## src/hdl/rpe_pkg.sv

```systemverilog
package rpe_pkg;

    // Defaults for the top-level parameters
    localparam int HEAD_MAX_DEF   = 128;
    localparam int DATA_WIDTH_DEF = 16;
    localparam int COEF_WIDTH_DEF = 16;

    // Configuration register fields
    localparam int CFG_W   = 8;
    localparam int PADDR_W = 4;
    localparam int PDATA_W = 32;

    localparam logic [CFG_W-1:0] HEAD_SIZE_RST   = 8'd128;
    localparam logic [CFG_W-1:0] ROTARY_SPAN_RST = 8'd0;
    localparam logic             NEOX_MODE_RST   = 1'b1;

    // Input item kinds carried on s_tuser
    typedef enum logic [1:0] {
        OP_LOAD_COEF = 2'd0,
        OP_LOAD_HEAD = 2'd1,
        OP_READ      = 2'd2
    } rpe_op_t;

    // Register indexes (byte address / 4)
    typedef enum logic [1:0] {
        REG_HEAD_SIZE   = 2'd0,
        REG_ROTARY_SPAN = 2'd1,
        REG_NEOX_MODE   = 2'd2
    } rpe_reg_t;

    // Per-item control that travels down the datapath
    typedef struct packed {
        logic valid;   // a read item occupies this stage
        logic pass;    // element passes through unrotated
        logic zero;    // position lies beyond the stores, return zero
        logic is_x;    // first element of its pair
    } rpe_ctl_t;

endpackage

```

## src/hdl/rpe_rotate.sv

```systemverilog
module rpe_rotate #(
    parameter int DATA_WIDTH = rpe_pkg::DATA_WIDTH_DEF,
    parameter int COEF_WIDTH = rpe_pkg::COEF_WIDTH_DEF,
    parameter int IDX_W      = 7
) (
    input  logic                  aclk,
    input  logic                  aresetn,
    input  logic                  adv,
    input  rpe_pkg::rpe_ctl_t     ctl_i,
    input  logic [IDX_W-1:0]      idx_i,
    input  logic [DATA_WIDTH-1:0] x_i,
    input  logic [DATA_WIDTH-1:0] y_i,
    input  logic [COEF_WIDTH-1:0] c_i,
    input  logic [COEF_WIDTH-1:0] s_i,
    output logic                  out_valid,
    output logic [IDX_W-1:0]      out_index,
    output logic [DATA_WIDTH-1:0] out_value,
    output logic                  out_sat
);

    localparam int PW = DATA_WIDTH + COEF_WIDTH;
    localparam int SW = PW + 2;
    localparam logic signed [SW-1:0] RND =
        {{(SW-COEF_WIDTH+1){1'b0}}, 1'b1, {(COEF_WIDTH-2){1'b0}}};
    localparam logic signed [SW-1:0] LIM_HI =
        {{(SW-DATA_WIDTH+1){1'b0}}, {(DATA_WIDTH-1){1'b1}}};
    localparam logic signed [SW-1:0] LIM_LO =
        {{(SW-DATA_WIDTH+1){1'b1}}, {(DATA_WIDTH-1){1'b0}}};

    rpe_pkg::rpe_ctl_t      ctl_b_reg;
    logic [IDX_W-1:0]       idx_b_reg;
    logic signed [PW-1:0]   p0_reg;
    logic signed [PW-1:0]   p1_reg;
    logic [DATA_WIDTH-1:0]  pass_val_reg;

    logic signed [DATA_WIDTH-1:0] mul_a;
    logic signed [DATA_WIDTH-1:0] mul_b;
    logic signed [PW-1:0]         p0_next;
    logic signed [PW-1:0]         p1_next;

    logic                  valid_c_reg;
    logic [IDX_W-1:0]      idx_c_reg;
    logic [DATA_WIDTH-1:0] value_c_reg;
    logic                  sat_c_reg;

    logic signed [SW-1:0]  acc;
    logic signed [SW-1:0]  shifted;
    logic [DATA_WIDTH-1:0] value_next;
    logic                  sat_next;

    // Stage B: x*cos and y*sin for the first element, y*cos and x*sin for the second
    always_comb begin
        mul_a   = ctl_i.is_x ? signed'(x_i) : signed'(y_i);
        mul_b   = ctl_i.is_x ? signed'(y_i) : signed'(x_i);
        p0_next = mul_a * signed'(c_i);
        p1_next = mul_b * signed'(s_i);
    end

    always_ff @(posedge aclk) begin
        if (!aresetn) begin
            ctl_b_reg <= '0;
        end else if (adv) begin
            ctl_b_reg <= ctl_i;
        end
    end

    always_ff @(posedge aclk) begin
        if (adv) begin
            idx_b_reg    <= idx_i;
            p0_reg       <= p0_next;
            p1_reg       <= p1_next;
            pass_val_reg <= x_i;
        end
    end

    // Stage C: combine, round half up, saturate; zero and pass items override the result
    always_comb begin
        if (ctl_b_reg.is_x) begin
            acc = SW'(p0_reg) - SW'(p1_reg);
        end else begin
            acc = SW'(p0_reg) + SW'(p1_reg);
        end
        shifted = (acc + RND) >>> (COEF_WIDTH - 1);
        sat_next = 1'b0;
        if (shifted > LIM_HI) begin
            value_next = LIM_HI[DATA_WIDTH-1:0];
            sat_next   = 1'b1;
        end else if (shifted < LIM_LO) begin
            value_next = LIM_LO[DATA_WIDTH-1:0];
            sat_next   = 1'b1;
        end else begin
            value_next = shifted[DATA_WIDTH-1:0];
        end
        if (ctl_b_reg.zero) begin
            value_next = '0;
            sat_next   = 1'b0;
        end else if (ctl_b_reg.pass) begin
            value_next = pass_val_reg;
            sat_next   = 1'b0;
        end
    end

    always_ff @(posedge aclk) begin
        if (!aresetn) begin
            valid_c_reg <= 1'b0;
        end else if (adv) begin
            valid_c_reg <= ctl_b_reg.valid;
        end
    end

    always_ff @(posedge aclk) begin
        if (adv) begin
            idx_c_reg   <= idx_b_reg;
            value_c_reg <= value_next;
            sat_c_reg   <= sat_next;
        end
    end

    assign out_valid = valid_c_reg;
    assign out_index = idx_c_reg;
    assign out_value = value_c_reg;
    assign out_sat   = sat_c_reg;

endmodule

```

## config.mk

```make
export PLATFORM = sky130hd
export DESIGN_NAME = rpe_rotate
export DESIGN_NICKNAME = d
export VERILOG_FILES = /design/src/hdl/rpe_pkg.sv /design/src/hdl/rpe_rotate.sv
export SDC_FILE = /design/constraint.sdc
export NUM_CORES = 2
export LEC_CHECK = 0
export BUFFER_PORTS_ARGS = -buffer_cell sky130_fd_sc_hd__buf_2
export CELL_PAD_IN_SITES_DETAIL_PLACEMENT = 1
export CELL_PAD_IN_SITES_GLOBAL_PLACEMENT = 2
export CORE_ASPECT_RATIO = 1.75
export CORE_MARGIN = 10
export CORE_UTILIZATION = 35
export DETAILED_ROUTE_END_ITERATION = 12
export MAX_ROUTING_LAYER = met4
export PLACE_DENSITY = 0.67
export SLEW_MARGIN = 15
export SYNTH_ARGS = -nofsm -noshare
export SYNTH_HDL_FRONTEND = slang
export SYNTH_SLANG_ARGS = --single-unit
```

## constraint.sdc

```tcl
create_clock -name aclk -period 8.9 [get_ports aclk]
set_input_delay 0.89 -clock aclk [delete_from_list [all_inputs] [get_ports aclk]]
set_output_delay 0.89 -clock aclk [all_outputs]
set_load 0.005 [all_outputs]
```

Word level (Yosys, flattened, before mapping)
Index checks and enable logic that the tools add are counted.

Multiplexer cells: 8. Order comparisons: 2. Add/subtract/negate cells: 3. Multipliers: 2. Reduce and logical (&&, ||, !) cells: 1.

Operator list (count): $mux 16 (5); $mul 16x16->32 (2); $add 34x16->34 const B (1); $mux 34 (1); $add 32x32->33 (1); $sub 32x32->33 (1); $gt 19x16->1 const B (1); $lt 19x16->1 const B (1); $mux 1 (2); $reduce_or 2->1 (1).

Register bits after elaboration: 116. Logic and storage cells: 28.

Longest topological paths before layout
Word-level depth: 7. Mapped depth: 29.

Least setup slack after synthesis
No wires, ideal clock.

Path type: input to register. Start point: in ctl_i[0] (netlist bit). End point: reg p1_reg[31] (data pin). Library setup time: 260 ps. Setup slack: 746 ps. Cell stages on the path: 28. Arrival: 7894 ps. Cell sequence: clkbuf_1 clkbuf_1 mux2_2 clkbuf_1 nand2_1 fa_1 inv_1 fa_1 inv_1 fa_1 fa_1 inv_1 fa_1 inv_1 fa_1 inv_1 ha_1 a21o_1 a21oi_1 o311ai_0 a221oi_1 o21ai_0 a221o_1 a21oi_1 nor2b_1 o21a_1 o41a_1 xnor2_1.

Cells in the longest elaborated chain, start to end: 2.

Ends and longest elaborated chain: start, declared (RTL line rpe_rotate.sv:9) `input rpe_pkg::rpe_ctl_t ctl_i,`; $mux 16 (RTL line rpe_rotate.sv:54) `mul_b = ctl_i.is_x ? signed'(y_i) : signed'(x_i);`; $mul 16x16->32 (RTL line rpe_rotate.sv:56) `p1_next = mul_b * signed'(s_i);`; named net p1_next[31] (RTL line rpe_rotate.sv:39) `logic signed [PW-1:0] p1_next;`; end signal, assigned (RTL line rpe_rotate.sv:71) `p1_reg <= p1_next;`; end, declared (RTL line rpe_rotate.sv:33) `logic signed [PW-1:0] p1_reg;`.

The timed path passes the listed nets, and every way through them passes these cells. A chain may end at the register's enable or synchronous reset.

Worst setup path after layout
Ends and elaborated chain as after synthesis.

==> results.yml <==
outcome:
  outcome: "finished clean"
final_layout:
  multi_input_area_um2: 20300
  final_cell_mix: "inv_1 (595), fa_1 (524), nand2_1 (308)"
  utilization: 0.383
  final_common_cell: "inv_1"
  final_net_count: 3586
  fin_cells: 3741
  seq_area_um2: 3430
  drive_above_1_share: 0.0904
  syn_to_final_growth_pct: 8.24
  n_fill_cell: 8417
timing:
  worst_pin_slew_ps: 1030
  fin_crit_sh: 0.931
  drv_slew: 0
  fmax_mhz: 121
  worst_hold_slack_ps: 431
  setup_viol: 0
  fin_tns_setup_ps: 0
  hold_violations: 0
  finalClockSkew_ps: 13.3
  layout_min_cycle_time_ps: 8280
  relSlewSlack: 0.308
  rsz0062_at_grt: "false"
setup_path:
  critPathTopFamily: "adder cells"
  regToRegSetupSlack_ps: 1810
  endpoint_kind: "flop"
  cp-startpoint: "ctl_i[0]"
  reg2reg_from: "p1_reg[0]"
  worst_ep_arrival_time_ps: 8460
  crit_type: "in2reg"
  path_max_fanout: 24
  critPathMostFrequentCell: "fa_1"
  cpPeakStageDelay_ps: 710
  critPathSlowestCell: "a221oi_1"
  reg2reg_depth: 18
  crit_required_ps: 9080
  cp-start-kind: "input pin"
  critical_path_buf_inv_count: 8
  r2r-end: "out_value[2]"
synth:
  synth-simple-area-share: 0.145
  synthXorXnorAreaFrac: 0.0430
  synthFlopType: "edfxtp_1"
  synthAdderAreaFrac: 0.493
  postSynthCellCount: 2719
  synth-seq-cells: 116
  synth_edf_count: 111
  yosysUniqueCellTypes: 78
  synth_area_leader_cell: "fa_1"
  yosysWarnings: 0
  yosysSeqAreaShare: 0.131
  yosys-top-cells-area: "fa_1 (40%), edfxtp_1 (13%), ha_1 (9.4%)"
  synth-async-reset-ratio: 0
  synth_top_area_share: 0.399
  synth_top_family_by_area: "adder cells"
  synth_area_um2: 26300
  synthesis.nets: 3518
  synth-compound-area-share: 0.0736
  avgSynthCellArea_um2: 9.66
  synth_mux_area_frac: 0.0163
global_routing:
  grt_pass1_vias: 23000
  grt_first_pass_wirelength_mm: 136
  antenna_found_initial: 5
  grt_overflow: 0
  grt.total_usage: 0.213
  grt_max_degree: 69
detailed_routing:
  drc: 0
  drt_first_pass_iters: 5
  detail-route-antenna-nets: 0
  wire_per_inst_um: 23.1
  route.met2.wl_mm: 50.9
  met1Wirelength_mm: 30.7
  dr.max_layer_used: "met4"
  drt-initial-drc-count: 831
  vias: 19200
  routed_wl_mm: 86.2
  wl_met3_mm: 1.39
  avgViaCountPerCell: 5.12
clock_network:
  clk_pin_slew_worst_paths_ps: 60
  tritoncts: "done"
  cts-htree-levels: 4
  clock_path_buffers: 2
  cts_root_buf: "clkbuf_16"
  postCtsHoldBufs: 0
  clk_latency_ps: 450
  cts-resized-gates: 0
  numCtsBuffers: 17
  cts_sinks: 116
  postCtsSetupBuffers: 0
placement:
  portBuffers: 102
  dp_cells: 3706
  place_congestion: 0.899
  dp_hpwl_mm: 74.3
die:
  core_area_um2: 74200
  die_height_um: 382
  num_rows: 132
  start_util: 0.354
  die-area_um2: 86800
  dieWidth_um: 227
  ios: 103
worst_hold_path:
  hold_start: "idx_b_reg[6]"
  min_path_type: "reg2reg"
  min_delay_path_depth: 0
  holdPathEnd: "out_index[6]"
job:
  maxCapViolations: 0
## worst register-to-register path, stage by stage, from the launching register on
cell and delay (ps):
edfxtp_1 500, nor4_1 510, nand2_1 200, nor3b_1 470, a21oi_1 150, xnor2_1 240, ha_1 380, a21oi_1 460
o31ai_4 180, and2_1 250, a22oi_1 560, and3_1 270, o21ai_1 160, or4_4 560, nor4_2 430, nor4_1 130
o31ai_2 780, o21ai_0 260, a221oi_1 380
## metal layers
layer | track usage | vias up
met3 | 0.0133 | 126
li1 | - | 8564
met1 | 0.211 | 10200
met2 | 0.422 | 277
met5 | - | -
met4 | 0.0712 | 0
## area by class of cell
cell class	count	share of cell area
Clock buffer	17	0.0150
Multi-Input combinational cell	1923	0.713
Inverter	595	0.0785
Tap cell	938	0.0413
Clock inverter	15	0.00519
Timing Repair Buffer	134	0.0265
Antenna cell	3	0.000264
Sequential cell	116	0.121
## cell families (layout without fill, tap and decap cells)
| kind of cell | Yosys count | in the layout |
|---|---|---|
| AOI/OAI and AO/OA | 276 | 276 |
| and+or+nand+nor | 759 | 759 |
| DFF | 116 | 116 |
| xor gates and xnor gates | 128 | 128 |
| adders and majority gates | 721 | 721 |
| other | 0 | 3 |
| muxes | 39 | 39 |
| buffers and inverters | 680 | 761 |
## per-stage QoR
| step | area, um2 | setup WS, ps |
|---|---|---|
| 6_report | 28400 | 618 |
| 5_1_grt | 28400 | 325 |
| 4_1_cts | 28400 | 625 |
| 3_5_place_dp | 27900 | 162 |
| 3_3_place_gp | 27900 | 258 |
| 2_1_floorplan | 26300 | 746 |
## worst max-delay path by stage
| stage | endpoint | depth (start not counted) |
|---|---|---|
| detailed placement | p1_reg[31] | 27 |
| global placement | p1_reg[31] | 28 |
| floorplan | p1_reg[31] | 28 |
| CTS | p1_reg[31] | 27 |
| global route | p1_reg[31] | 27 |
| finish | p1_reg[31] | 27 |
## cell usage after synthesis (14+ instances only)
library cell and n:
a21oi_1 80, nor2b_1 38, clkbuf_1 79, nand3_1 20, or2_2 29, nor4_1 15, xnor2_1 104, inv_1 595
nor2_1 69, o21ai_0 41, fa_1 524, edfxtp_1 111, and3_1 15, nand2_1 308, and2_1 189, o21bai_1 14
nand2b_1 14, ha_1 197, nor3_1 28, mux2_2 31, xor2_1 23, a21o_1 27
Power is left out: the tool's default activity adds up to more than one toggle a clock period on the data nets, which glitch-free logic cannot reach.
